## src/rtl/core/pbkdf2_hmac_sha1_byte_stream_defines.svh

```systemverilog
// Assertion macros for the PBKDF2 HMAC-SHA1 byte stream block.
// Included by RTL files that carry concurrent checks.
`ifndef PBKDF2_HMAC_SHA1_BYTE_STREAM_DEFINES_SVH
`define PBKDF2_HMAC_SHA1_BYTE_STREAM_DEFINES_SVH
`ifndef SYNTHESIS
// same-cycle implication
`define PHS_ASSERT_IMPLY(label, clk, rst, ante, cons) \
   label: assert property (@(posedge clk) disable iff (rst) (ante) |-> (cons)) \
      else $error("check failed: implication");
// next-cycle implication
`define PHS_ASSERT_NEXT(label, clk, rst, ante, cons) \
   label: assert property (@(posedge clk) disable iff (rst) (ante) |=> (cons)) \
      else $error("check failed: next-cycle implication");
`else
`define PHS_ASSERT_IMPLY(label, clk, rst, ante, cons)
`define PHS_ASSERT_NEXT(label, clk, rst, ante, cons)
`endif
`endif

```

## src/rtl/core/phs_pkg.sv

```systemverilog
// Shared constants, types and functions for the PBKDF2 HMAC-SHA1 byte stream.
// No dependencies.
`timescale 1ns / 1ps
package phs_pkg;
   localparam int MAX_REQUEST_BYTES = 64;
   localparam int KEY_WORDS         = 8;
   localparam int HASH_BYTES        = 20;

   localparam logic [1:0] OP_LOAD    = 2'd0;
   localparam logic [1:0] OP_REQ     = 2'd1;
   localparam logic [1:0] OP_RESTART = 2'd2;

   localparam logic [1:0] CSR_SALT  = 2'd0;
   localparam logic [1:0] CSR_ITERS = 2'd1;
   localparam logic [1:0] CSR_MODE  = 2'd2;

   // compression jobs
   localparam logic [1:0] PH_KEY_IN  = 2'd0;
   localparam logic [1:0] PH_KEY_OUT = 2'd1;
   localparam logic [1:0] PH_INNER   = 2'd2;
   localparam logic [1:0] PH_OUTER   = 2'd3;

   localparam logic [159:0] SHA1_IV =
      160'h67452301_EFCDAB89_98BADCFE_10325476_C3D2E1F0;

   typedef struct packed {
      logic       load;
      logic       restart;
      logic       req_start;
      logic       sha_go;
      logic [1:0] phase;
      logic       blk_begin;
      logic       iter_next;
      logic       blk_end;
      logic       pop;
   } phs_cmd_type;

   typedef struct packed {
      logic sha_done;
      logic last_iter;
      logic buf_empty;
      logic last_out;
   } phs_status_type;

   function automatic logic [31:0] sha1_k(input logic [6:0] rnd);
      logic [31:0] k;
      if (rnd < 7'd20)      k = 32'h5A827999;
      else if (rnd < 7'd40) k = 32'h6ED9EBA1;
      else if (rnd < 7'd60) k = 32'h8F1BBCDC;
      else                  k = 32'hCA62C1D6;
      return k;
   endfunction

   function automatic logic [6:0] sat_count(input logic [6:0] bc);
      logic [6:0] c;
      c = (bc > 7'(MAX_REQUEST_BYTES)) ? 7'(MAX_REQUEST_BYTES) : bc;
      return c;
   endfunction
endpackage

```

## src/rtl/core/phs_if.sv

```systemverilog
// Request and response channel interfaces (valid/ready) of the byte stream.
// Depends on nothing.
`timescale 1ns / 1ps
interface phs_req_if;
   logic        valid;
   logic        ready;
   logic [1:0]  op;
   logic [2:0]  key_word_index;
   logic [63:0] key_word;
   logic [6:0]  byte_count;
   modport source (output valid, op, key_word_index, key_word, byte_count, input ready);
   modport sink   (input valid, op, key_word_index, key_word, byte_count, output ready);
endinterface

interface phs_rsp_if;
   logic       valid;
   logic       ready;
   logic [7:0] out_byte;
   logic       last_byte;
   modport source (output valid, out_byte, last_byte, input ready);
   modport sink   (input valid, out_byte, last_byte, output ready);
endinterface

```

## src/rtl/core/phs_sha1_core.sv

```systemverilog
// SHA-1 compression unit: one round per cycle, 80 rounds per block.
// Depends on phs_pkg.
`timescale 1ns / 1ps
module phs_sha1_core
   import phs_pkg::*;
(
   input  logic         clock,
   input  logic         reset,
   input  logic         start,
   input  logic [159:0] h_in,
   input  logic [511:0] blk,
   output logic         done,
   output logic [159:0] h_out
);
   logic [31:0]  w_ff [16];
   logic [31:0]  w_in [16];
   logic [31:0]  a_ff, b_ff, c_ff, d_ff, e_ff;
   logic [31:0]  a_in, b_in, c_in, d_in, e_in;
   logic [159:0] hs_ff, hs_in;
   logic [6:0]   rnd_ff, rnd_in;
   logic         busy_ff, busy_in, done_ff, done_in;
   logic [31:0]  f, t, x;

   always_comb begin
      if (rnd_ff < 7'd20)      f = (b_ff & c_ff) | (~b_ff & d_ff);
      else if (rnd_ff < 7'd40) f = b_ff ^ c_ff ^ d_ff;
      else if (rnd_ff < 7'd60) f = (b_ff & c_ff) | (b_ff & d_ff) | (c_ff & d_ff);
      else                     f = b_ff ^ c_ff ^ d_ff;
      t = {a_ff[26:0], a_ff[31:27]} + f + e_ff + sha1_k(rnd_ff) + w_ff[0];
      x = w_ff[13] ^ w_ff[8] ^ w_ff[2] ^ w_ff[0];

      w_in = w_ff;
      a_in = a_ff; b_in = b_ff; c_in = c_ff; d_in = d_ff; e_in = e_ff;
      hs_in = hs_ff; rnd_in = rnd_ff; busy_in = busy_ff; done_in = 1'b0;
      if (start) begin
         for (int i = 0; i < 16; i++) w_in[i] = blk[511 - 32*i -: 32];
         {a_in, b_in, c_in, d_in, e_in} = h_in;
         hs_in   = h_in;
         rnd_in  = 7'd0;
         busy_in = 1'b1;
      end else if (busy_ff) begin
         for (int i = 0; i < 15; i++) w_in[i] = w_ff[i+1];
         w_in[15] = {x[30:0], x[31]};
         a_in = t; b_in = a_ff; c_in = {b_ff[1:0], b_ff[31:2]};
         d_in = c_ff; e_in = d_ff;
         rnd_in = rnd_ff + 7'd1;
         if (rnd_ff == 7'd79) begin
            busy_in = 1'b0;
            done_in = 1'b1;
         end
      end
   end

   always_ff @(posedge clock) begin
      w_ff <= w_in;
      a_ff <= a_in; b_ff <= b_in; c_ff <= c_in; d_ff <= d_in; e_ff <= e_in;
      hs_ff <= hs_in;
      rnd_ff <= rnd_in;
      if (reset) begin
         busy_ff <= 1'b0;
         done_ff <= 1'b0;
      end else begin
         busy_ff <= busy_in;
         done_ff <= done_in;
      end
   end

   assign done  = done_ff;
   assign h_out = {hs_ff[159:128] + a_ff, hs_ff[127:96] + b_ff, hs_ff[95:64] + c_ff,
                   hs_ff[63:32] + d_ff, hs_ff[31:0] + e_ff};
endmodule

```

## src/rtl/core/phs_datapath.sv

```systemverilog
// Datapath: password, settings, HMAC chaining states, block buffer, counters.
// Depends on phs_pkg and phs_sha1_core.
`timescale 1ns / 1ps
module phs_datapath
   import phs_pkg::*;
(
   input  logic           clock,
   input  logic           reset,
   input  phs_cmd_type    cmd,
   output phs_status_type status,
   input  logic           csr_we,
   input  logic [1:0]     csr_index,
   input  logic [63:0]    csr_wdata,
   input  logic [2:0]     key_word_index,
   input  logic [63:0]    key_word,
   input  logic [6:0]     byte_count,
   output logic [7:0]     out_byte
);
   logic [63:0]  pw_ff [KEY_WORDS];
   logic [63:0]  salt_ff;
   logic [31:0]  iters_ff;
   logic         mode_ff;
   logic [31:0]  ctr_ff;
   logic [31:0]  iter_ff;
   logic [4:0]   ptr_ff;
   logic [6:0]   rem_ff;
   logic [159:0] istate_ff, ostate_ff, inner_ff, u_ff, acc_ff;
   logic [511:0] key, blk;
   logic [63:0]  salt_rev;
   logic [159:0] h_in, h_out, shifted;
   logic         sha_done;

   always_comb begin
      for (int i = 0; i < KEY_WORDS; i++) key[511 - 64*i -: 64] = pw_ff[i];
      for (int i = 0; i < 8; i++) salt_rev[63 - 8*i -: 8] = salt_ff[8*i +: 8];
      case (cmd.phase)
         PH_KEY_IN: begin
            h_in = SHA1_IV;
            blk  = key ^ {64{8'h36}};
         end
         PH_KEY_OUT: begin
            h_in = SHA1_IV;
            blk  = key ^ {64{8'h5C}};
         end
         PH_INNER: begin
            h_in = istate_ff;
            if (iter_ff == 32'd1)
               blk = {salt_rev, ctr_ff, 8'h80, 344'd0, 64'd608};
            else if (mode_ff)
               blk = {u_ff, u_ff, 8'h80, 120'd0, 64'd832};
            else
               blk = {u_ff, 8'h80, 280'd0, 64'd672};
         end
         default: begin
            h_in = ostate_ff;
            blk  = {inner_ff, 8'h80, 280'd0, 64'd672};
         end
      endcase
   end

   phs_sha1_core u_core (
      .clock (clock),
      .reset (reset),
      .start (cmd.sha_go),
      .h_in  (h_in),
      .blk   (blk),
      .done  (sha_done),
      .h_out (h_out)
   );

   // settings and password
   always_ff @(posedge clock) begin
      if (reset) begin
         salt_ff  <= '0;
         iters_ff <= 32'd1000;
         mode_ff  <= 1'b0;
         for (int i = 0; i < KEY_WORDS; i++) pw_ff[i] <= '0;
      end else begin
         if (csr_we) begin
            case (csr_index)
               CSR_SALT:  salt_ff  <= csr_wdata;
               CSR_ITERS: iters_ff <= csr_wdata[31:0];
               CSR_MODE:  mode_ff  <= csr_wdata[0];
               default: ;
            endcase
         end
         if (cmd.load && 32'(key_word_index) < KEY_WORDS)
            pw_ff[key_word_index] <= key_word;
      end
   end

   // stream control state
   always_ff @(posedge clock) begin
      if (reset) begin
         ctr_ff  <= 32'd1;
         ptr_ff  <= 5'(HASH_BYTES);
         rem_ff  <= '0;
         iter_ff <= 32'd1;
      end else begin
         if (cmd.restart) begin
            ctr_ff <= 32'd1;
            ptr_ff <= 5'(HASH_BYTES);
         end
         if (cmd.req_start) rem_ff <= sat_count(byte_count);
         if (cmd.blk_begin) iter_ff <= 32'd1;
         if (cmd.iter_next) iter_ff <= iter_ff + 32'd1;
         if (cmd.blk_end) begin
            ctr_ff <= ctr_ff + 32'd1;
            ptr_ff <= '0;
         end
         if (cmd.pop) begin
            ptr_ff <= ptr_ff + 5'd1;
            rem_ff <= rem_ff - 7'd1;
         end
      end
   end

   // hash results
   always_ff @(posedge clock) begin
      if (sha_done) begin
         case (cmd.phase)
            PH_KEY_IN:  istate_ff <= h_out;
            PH_KEY_OUT: ostate_ff <= h_out;
            PH_INNER:   inner_ff  <= h_out;
            default: begin
               u_ff <= h_out;
               if (iter_ff == 32'd1 || mode_ff) acc_ff <= h_out;
               else                             acc_ff <= acc_ff ^ h_out;
            end
         endcase
      end
   end

   assign shifted  = acc_ff << {ptr_ff, 3'b000};
   assign out_byte = shifted[159:152];

   assign status.sha_done  = sha_done;
   assign status.last_iter = (iter_ff >= iters_ff);
   assign status.buf_empty = (ptr_ff >= 5'(HASH_BYTES));
   assign status.last_out  = (rem_ff == 7'd1);
endmodule

```

## src/rtl/core/phs_ctrl.sv

```systemverilog
// Controller state machine: decodes items, sequences HMAC compressions, emits bytes.
// Depends on phs_pkg and the assertion macro header.
`timescale 1ns / 1ps
`include "pbkdf2_hmac_sha1_byte_stream_defines.svh"
module phs_ctrl
   import phs_pkg::*;
(
   input  logic           clock,
   input  logic           reset,
   input  logic           req_valid,
   output logic           req_ready,
   input  logic [1:0]     req_op,
   input  logic           req_cnt_zero,
   output logic           rsp_valid,
   input  logic           rsp_ready,
   output phs_cmd_type    cmd,
   input  phs_status_type status
);
   localparam logic [1:0] S_IDLE = 2'd0;
   localparam logic [1:0] S_GO   = 2'd1;
   localparam logic [1:0] S_WAIT = 2'd2;
   localparam logic [1:0] S_EMIT = 2'd3;

   logic [1:0] state_ff, state_in;
   logic [1:0] phase_ff, phase_in;
   logic       keys_ok_ff, keys_ok_in;
   logic       req_fire;

   assign req_fire = req_valid && req_ready;

   always_comb begin
      state_in   = state_ff;
      phase_in   = phase_ff;
      keys_ok_in = keys_ok_ff;
      cmd        = '0;
      cmd.phase  = phase_ff;
      req_ready  = 1'b0;
      rsp_valid  = 1'b0;
      case (state_ff)
         S_IDLE: begin
            req_ready = 1'b1;
            if (req_valid) begin
               case (req_op)
                  OP_LOAD:    cmd.load = 1'b1;
                  OP_RESTART: cmd.restart = 1'b1;
                  OP_REQ: begin
                     if (!req_cnt_zero) begin
                        cmd.req_start = 1'b1;
                        keys_ok_in    = 1'b0;
                        state_in      = S_EMIT;
                     end
                  end
                  default: ;
               endcase
            end
         end
         S_EMIT: begin
            if (!status.buf_empty) begin
               rsp_valid = 1'b1;
               if (rsp_ready) begin
                  cmd.pop = 1'b1;
                  if (status.last_out) state_in = S_IDLE;
               end
            end else if (keys_ok_ff) begin
               cmd.blk_begin = 1'b1;
               phase_in      = PH_INNER;
               state_in      = S_GO;
            end else begin
               phase_in = PH_KEY_IN;
               state_in = S_GO;
            end
         end
         S_GO: begin
            cmd.sha_go = 1'b1;
            state_in   = S_WAIT;
         end
         S_WAIT: begin
            if (status.sha_done) begin
               state_in = S_GO;
               case (phase_ff)
                  PH_KEY_IN: phase_in = PH_KEY_OUT;
                  PH_KEY_OUT: begin
                     keys_ok_in    = 1'b1;
                     cmd.blk_begin = 1'b1;
                     phase_in      = PH_INNER;
                  end
                  PH_INNER: phase_in = PH_OUTER;
                  default: begin
                     if (status.last_iter) begin
                        cmd.blk_end = 1'b1;
                        state_in    = S_EMIT;
                     end else begin
                        cmd.iter_next = 1'b1;
                        phase_in      = PH_INNER;
                     end
                  end
               endcase
            end
         end
         default: state_in = S_IDLE;
      endcase
   end

   always_ff @(posedge clock) begin
      phase_ff <= phase_in;
      if (reset) begin
         state_ff   <= S_IDLE;
         keys_ok_ff <= 1'b0;
      end else begin
         state_ff   <= state_in;
         keys_ok_ff <= keys_ok_in;
      end
   end

   `PHS_ASSERT_NEXT(a_req_starts_work, clock, reset,
      req_fire && req_op == OP_REQ && !req_cnt_zero, state_ff == S_EMIT)
   `PHS_ASSERT_IMPLY(a_no_accept_while_emit, clock, reset, req_ready, !rsp_valid)
   `PHS_ASSERT_NEXT(a_go_then_wait, clock, reset, cmd.sha_go,
      state_ff == S_WAIT && !status.sha_done)
endmodule

```

## src/rtl/core/pbkdf2_hmac_sha1_byte_stream.sv

```systemverilog
// PBKDF2-style HMAC-SHA1 key stream generator (top level).
// Depends on phs_pkg, phs_if, phs_ctrl, phs_datapath, phs_sha1_core.
`timescale 1ns / 1ps
// Takes one request item at a time. A password load, restart or unused op
// finishes in the cycle it is accepted. A byte request first returns buffered
// leftover bytes, one per cycle when rsp is ready, starting the cycle after
// the item is accepted. Each SHA-1 compression is an issue step, 80 rounds
// at one round per cycle on the single shared compression unit, and a handoff
// step. Two compressions precompute the padded key states once per request
// that needs a fresh block, and two more are needed per HMAC iteration; a
// block runs max(iteration_count, 1) iterations before its bytes come out.
// No new item is taken until the last byte of a request has been delivered.
// Settings may only be written while idle.
module pbkdf2_hmac_sha1_byte_stream
   import phs_pkg::*;
(
   input  logic            clock,
   input  logic            reset,
   phs_req_if.sink         req_bus,
   phs_rsp_if.source       rsp_bus,
   input  logic            csr_we,
   input  logic [1:0]      csr_index,
   input  logic [63:0]     csr_wdata
);
   phs_cmd_type    cmd;
   phs_status_type status;

   // controller sequences the work, datapath holds the data registers and the hash unit
   phs_ctrl u_ctrl (
      .clock        (clock),
      .reset        (reset),
      .req_valid    (req_bus.valid),
      .req_ready    (req_bus.ready),
      .req_op       (req_bus.op),
      .req_cnt_zero (req_bus.byte_count == 7'd0),
      .rsp_valid    (rsp_bus.valid),
      .rsp_ready    (rsp_bus.ready),
      .cmd          (cmd),
      .status       (status)
   );

   phs_datapath u_dp (
      .clock          (clock),
      .reset          (reset),
      .cmd            (cmd),
      .status         (status),
      .csr_we         (csr_we),
      .csr_index      (csr_index),
      .csr_wdata      (csr_wdata),
      .key_word_index (req_bus.key_word_index),
      .key_word       (req_bus.key_word),
      .byte_count     (req_bus.byte_count),
      .out_byte       (rsp_bus.out_byte)
   );

   // last byte of the request when one byte remains
   assign rsp_bus.last_byte = status.last_out;
endmodule

```

## src/flat_wrapper.sv

```systemverilog
// flat-port wrapper written by rule: the top's interface ports become plain ports
module pbkdf2_hmac_sha1_byte_stream_flat import phs_pkg::*;
  (clock, reset, csr_we, csr_index, csr_wdata, req_bus_valid, req_bus_op, req_bus_key_word_index, req_bus_key_word, req_bus_byte_count, req_bus_ready, rsp_bus_valid, rsp_bus_out_byte, rsp_bus_last_byte, rsp_bus_ready);
  phs_req_if req_bus_i ();
  phs_rsp_if rsp_bus_i ();
  input  logic clock;
  input  logic reset;
  input  logic csr_we;
  input  logic [1:0] csr_index;
  input  logic [63:0] csr_wdata;
  input wire logic [$bits(req_bus_i.valid)-1:0] req_bus_valid;
  input wire logic [$bits(req_bus_i.op)-1:0] req_bus_op;
  input wire logic [$bits(req_bus_i.key_word_index)-1:0] req_bus_key_word_index;
  input wire logic [$bits(req_bus_i.key_word)-1:0] req_bus_key_word;
  input wire logic [$bits(req_bus_i.byte_count)-1:0] req_bus_byte_count;
  output wire logic [$bits(req_bus_i.ready)-1:0] req_bus_ready;
  output wire logic [$bits(rsp_bus_i.valid)-1:0] rsp_bus_valid;
  output wire logic [$bits(rsp_bus_i.out_byte)-1:0] rsp_bus_out_byte;
  output wire logic [$bits(rsp_bus_i.last_byte)-1:0] rsp_bus_last_byte;
  input wire logic [$bits(rsp_bus_i.ready)-1:0] rsp_bus_ready;
  assign req_bus_i.valid = req_bus_valid;
  assign req_bus_i.op = req_bus_op;
  assign req_bus_i.key_word_index = req_bus_key_word_index;
  assign req_bus_i.key_word = req_bus_key_word;
  assign req_bus_i.byte_count = req_bus_byte_count;
  assign req_bus_ready = req_bus_i.ready;
  assign rsp_bus_valid = rsp_bus_i.valid;
  assign rsp_bus_out_byte = rsp_bus_i.out_byte;
  assign rsp_bus_last_byte = rsp_bus_i.last_byte;
  assign rsp_bus_i.ready = rsp_bus_ready;
  pbkdf2_hmac_sha1_byte_stream u_core (.clock(clock), .reset(reset), .req_bus(req_bus_i), .rsp_bus(rsp_bus_i), .csr_we(csr_we), .csr_index(csr_index), .csr_wdata(csr_wdata));
endmodule
```

## config.mk

```make
export PLATFORM = sky130hd
export DESIGN_NAME = pbkdf2_hmac_sha1_byte_stream_flat
export DESIGN_NICKNAME = d
export VERILOG_FILES = /design/src/rtl/core/phs_pkg.sv /design/src/rtl/core/phs_if.sv /design/src/rtl/core/phs_sha1_core.sv /design/src/rtl/core/phs_datapath.sv /design/src/rtl/core/phs_ctrl.sv /design/src/rtl/core/pbkdf2_hmac_sha1_byte_stream.sv /design/src/flat_wrapper.sv
export VERILOG_INCLUDE_DIRS = /design/src /design/src/rtl/core
export SDC_FILE = /design/constraint.sdc
export NUM_CORES = 2
export LEC_CHECK = 0
export BUFFER_PORTS_ARGS = -buffer_cell sky130_fd_sc_hd__buf_4
export CAP_MARGIN = 5
export CORE_ASPECT_RATIO = 1.75
export CORE_MARGIN = 4
export CORE_UTILIZATION = 40
export CTS_CLUSTER_DIAMETER = 150
export DETAILED_ROUTE_END_ITERATION = 7
export PLACE_DENSITY = 0.54
export SYNTH_ARGS = -nofsm -noshare
export SYNTH_HDL_FRONTEND = slang
export SYNTH_HIERARCHICAL = 1
export SYNTH_SLANG_ARGS = --single-unit
```

## constraint.sdc

```tcl
create_clock -name clock -period 16.4 [get_ports clock]
set_input_delay 2.46 -clock clock [delete_from_list [all_inputs] [get_ports clock]]
set_output_delay 2.46 -clock clock [all_outputs]
set_load 0.05 [all_outputs]
```

==> impl_metrics.env <==
export IMPL_p_sw_mw=3.93
export IMPL_synth_top_cell_area_share_pct=56.8
export IMPL_finalCritPeriodShare_pct=40.1
export IMPL_postCtsSetupRepairBufs=0
export IMPL_via_per_inst=5.74
export IMPL_relSlewSlack_pct=0.554
export IMPL_synthArstFlopShare_pct=0
export IMPL_gr_total_overflow=0
export IMPL_grt_pass1_wl_um=562000
export IMPL_power_mw=14.4
export IMPL_yosys_warnings=6
export IMPL_critPathMaxFanout=19
export IMPL_synthTopCellsByArea="edfxtp_1, mux2_2, xnor2_1"
export IMPL_drv_slew=0
export IMPL_power_leakage_nw=44.0
export IMPL_syn_area_sq_um=114000
export IMPL_synthSimpleGateAreaFrac_pct=9.74
export IMPL_final_nets=9296
export IMPL_synth_compound_area_share_pct=8.54
export IMPL_syn_num_nets=9212
export IMPL_drt_initial_drc_count=6857
export IMPL_maxCapViolations=1
export IMPL_drt_antenna_violating_nets=0
export IMPL_yosysMostFrequentCell="edfxtp_1"
export IMPL_synthFlopType="edfxtp_1"
export IMPL_routedWlPerCell_um=32.0
export IMPL_syn_to_final_growth_pct=11.4
export IMPL_p_comb_share_pct=15.5
export IMPL_worst_slew_pin_slew_ns=1.48
export IMPL_cts_tree="done"
export IMPL_swShare_pct=27.3
export IMPL_fill_cells=25500
export IMPL_clk_root_buffer_cell="clkbuf_16"
export IMPL_clk_latency_ns=0.92
export IMPL_critPathLaunchType="flop"
export IMPL_synthTopCellsByCount="edfxtp_1, nand2_1, mux2_2, and2_1, nor2_1"
export IMPL_synth_enable_flop_cells=2146
export IMPL_p_clk_share_pct=36.4
export IMPL_timing_fmax_mhz=152
export IMPL_synthMuxAreaShare_pct=9.21
export IMPL_timing_final_ws_setup_ns=9.82
export IMPL_synth_distinct_cells=112
export IMPL_track_usage_pct=27.2
export IMPL_seq_area_frac_synth_pct=60.0
export IMPL_core_sq_um=282000
export IMPL_synth_seq_cells=2331
export IMPL_syn_inst=8703
export IMPL_pre_cts_slack_ns=9.81
export IMPL_cts_buffer_depth=4
export IMPL_finClkSkew_ns=0.0789
export IMPL_vias=73300
export IMPL_final_util_pct=44.8
export IMPL_dr_pass1_iters=6
export IMPL_rsz0062_at_grt="no"
export IMPL_critPathCaptureType="flop"
export IMPL_hp_class="flop to flop"
export IMPL_worst_setup_path_type="flop to flop"
export IMPL_status="finished, violations left"
export IMPL_grt_max_degree=150
export IMPL_synth_xor_xnor_area_share_pct=5.01
export IMPL_hold_buffers=0
export IMPL_regArea_sq_um=68200
export IMPL_place_port_buffers=157
export IMPL_dp_hpwl_um=293000
export IMPL_synth_fa_ha_area_share_pct=4.82
export IMPL_vdd_drop_max_mv=0.0777
export IMPL_clkSinkCount=2331
export IMPL_io_pins=158
export IMPL_die_x_um=411
export IMPL_clk_pin_slew_ns=0.06
export IMPL_hold_viol_final=0
export IMPL_initial_utilization_pct=40.2
export IMPL_yosys_area_top_type="edfxtp_1"
export IMPL_critPathRequiredTime_ns=16.99
export IMPL_seqPwrFrac_pct=48.2
export IMPL_timing_critical_path_arrival_ns=7.17
export IMPL_cts_buffers=223
export IMPL_htree_levels=4
export IMPL_p_int_mw=10.5
export IMPL_avgSynthCellArea_sq_um=13.0
export IMPL_p_per_area_nw_per_um2=114
export IMPL_drive_above_1_share_pct=15.7
export IMPL_violations="max-capacitance violations"
export IMPL_setup_viol=0
export IMPL_multi_input_area_sq_um=42700
export IMPL_grt_pass1_vias=72700
export IMPL_ctsResizeCount=0
export IMPL_fin_crit_ns=6.58
export IMPL_routed_wl_um=409000
export IMPL_antenna_found_initial=66
export IMPL_fp_dieH_um=713
export IMPL_die_area_sq_um=293000
export IMPL_core_rowCount=258
export IMPL_synth_top_family_by_area="simple AND/OR/NAND/NOR gates"
export IMPL_gp_congestion=1.01
export IMPL_setup_tns_ns=0
export IMPL_drc=0
==> per-stage QoR <==
stage	hold slack, ns	cell area (sq um)	std cells
2_1_floorplan	0.436	114000	8703
3_3_place_gp	0.446	119000	12300
3_5_place_dp	0.447	119000	12300
4_1_cts	0.455	126000	12700
5_1_grt	0.474	126000	12700
6_report	0.453	127000	12800
==> layer usage <==
| layer | share of wire (%) | GRT usage (%) | wire, um |
|---|---|---|---|
| met3 | 4.9 | 3.53 | 20300 |
| met2 | 50 | 46.9 | 205000 |
| met4 | 9.4 | 21.7 | 38500 |
| met5 | 0.017 | 0 | 68 |
| met1 | 36 | 30.1 | 146000 |
==> placed cells by master (no fill, tap or decap), types with 20 or more instances in the layout <==
cell type and count:
edfxtp_1 2146, nand2_1 696, mux2_2 610, and2_1 522, nor2_1 495, xnor2_1 469, a21oi_1 391, buf_4 320
inv_1 292, mux2i_1 267, o21ai_0 245, ha_1 237, clkbuf_16 224, dfxtp_1 183, xor2_1 170, fa_1 125
nand3_1 120, a22o_1 120, a21o_1 110, nor2b_1 97, o2bb2ai_1 64, clkbuf_1 51, o22a_1 50, nand4_1 48
nor3_1 44, a22oi_1 41, diode_2 40, o21bai_1 40, mux4_2 40, and3_1 38, clkinv_1 37, a31oi_1 37
clkinv_2 36, o21a_1 33, a311oi_1 32, a211oi_1 32, o211ai_1 29, nand2b_1 26, nand3b_1 23, bufinv_16 20
==> power by group through the flow <==
| stage | sequential (mW) | combinational (mW) | clock (mW) |
|---|---|---|---|
| after floorplan | 7.00 | 1.33 | 0 |
| after global placement | 7.06 | 2.16 | 0 |
| after detailed placement | 7.06 | 2.19 | 0 |
| after CTS | 6.93 | 2.21 | 5.34 |
| after global routing | 6.93 | 2.39 | 5.55 |
| final | 6.93 | 2.23 | 5.23 |
==> path summary, 6_finish.rpt <==
check	startpoint	end	slack [ns]	depth (start not counted)
setup / recovery	u_core/u_dp/u_core/rnd_ff[4]$_SDFFE_PP0P_	u_core/u_dp/u_core/a_ff[28]$_DFFE_PP_	9.82	21
hold / removal	u_core/u_dp/iters_ff[20]$_SDFFE_PP0P_	u_core/u_dp/iters_ff[20]$_SDFFE_PP0P_	0.45	2
setup reg to reg	u_core/u_dp/u_core/rnd_ff[4]$_SDFFE_PP0P_	u_core/u_dp/u_core/a_ff[28]$_DFFE_PP_	9.82	21
hold reg to reg	u_core/u_dp/iters_ff[20]$_SDFFE_PP0P_	u_core/u_dp/iters_ff[20]$_SDFFE_PP0P_	0.45	2
==> final cells by class <==
type                       count  share of cell area [%]
tap                         3770                    3.73
timing repair buffer         332                    2.07
clock inverter               117                   0.900
multi-input combinational   5604                    33.8
antenna                       40                  0.0791
sequential                  2331                    53.9
clock buffer                 287                    4.71
inverter                     295                   0.881
==> critical path: stages (launching register included) <==
cell,delay (ns)
dfxtp_1,0.45
a41oi_1,0.16
buf_4,0.23
nand2_1,0.08
buf_4,0.31
inv_1,0.11
buf_4,0.26
a221o_1,0.41
fa_1,0.56
inv_1,0.06
fa_1,0.54
inv_1,0.06
ha_1,0.26
a21o_1,0.18
a21oi_1,0.31
nor2b_1,0.11
o31ai_1,0.87
o31a_1,0.42
o211ai_1,0.37
a31oi_1,0.30
xor2_1,0.17
o21ai_0,0.09
==> registers in the layout, indices dropped and copies added, names as in the netlist, 64 cells and up <==
name                      flops
u_core/u_dp/ostate_ff       160
u_core/u_dp/u_core/w_ff     512
u_core/u_dp/u_core/hs_ff    160
u_core/u_dp/inner_ff        160
u_core/u_dp/pw_ff           512
u_core/u_dp/istate_ff       160
u_core/u_dp/u_ff            160
u_core/u_dp/acc_ff          160
u_core/u_dp/salt_ff          64
==> cell families (layout without fill, tap and decap cells) <==
kind of cell,after synthesis,after routing
flops,2331,2331
compound gates,1428,1428
simple gates,2247,2247
fa+ha+maj,362,362
buf+inv,768,1031
mux,918,918
other cells,0,40
xor+xnor,649,649
No activity file was read; power rests on OpenSTA's default activity.
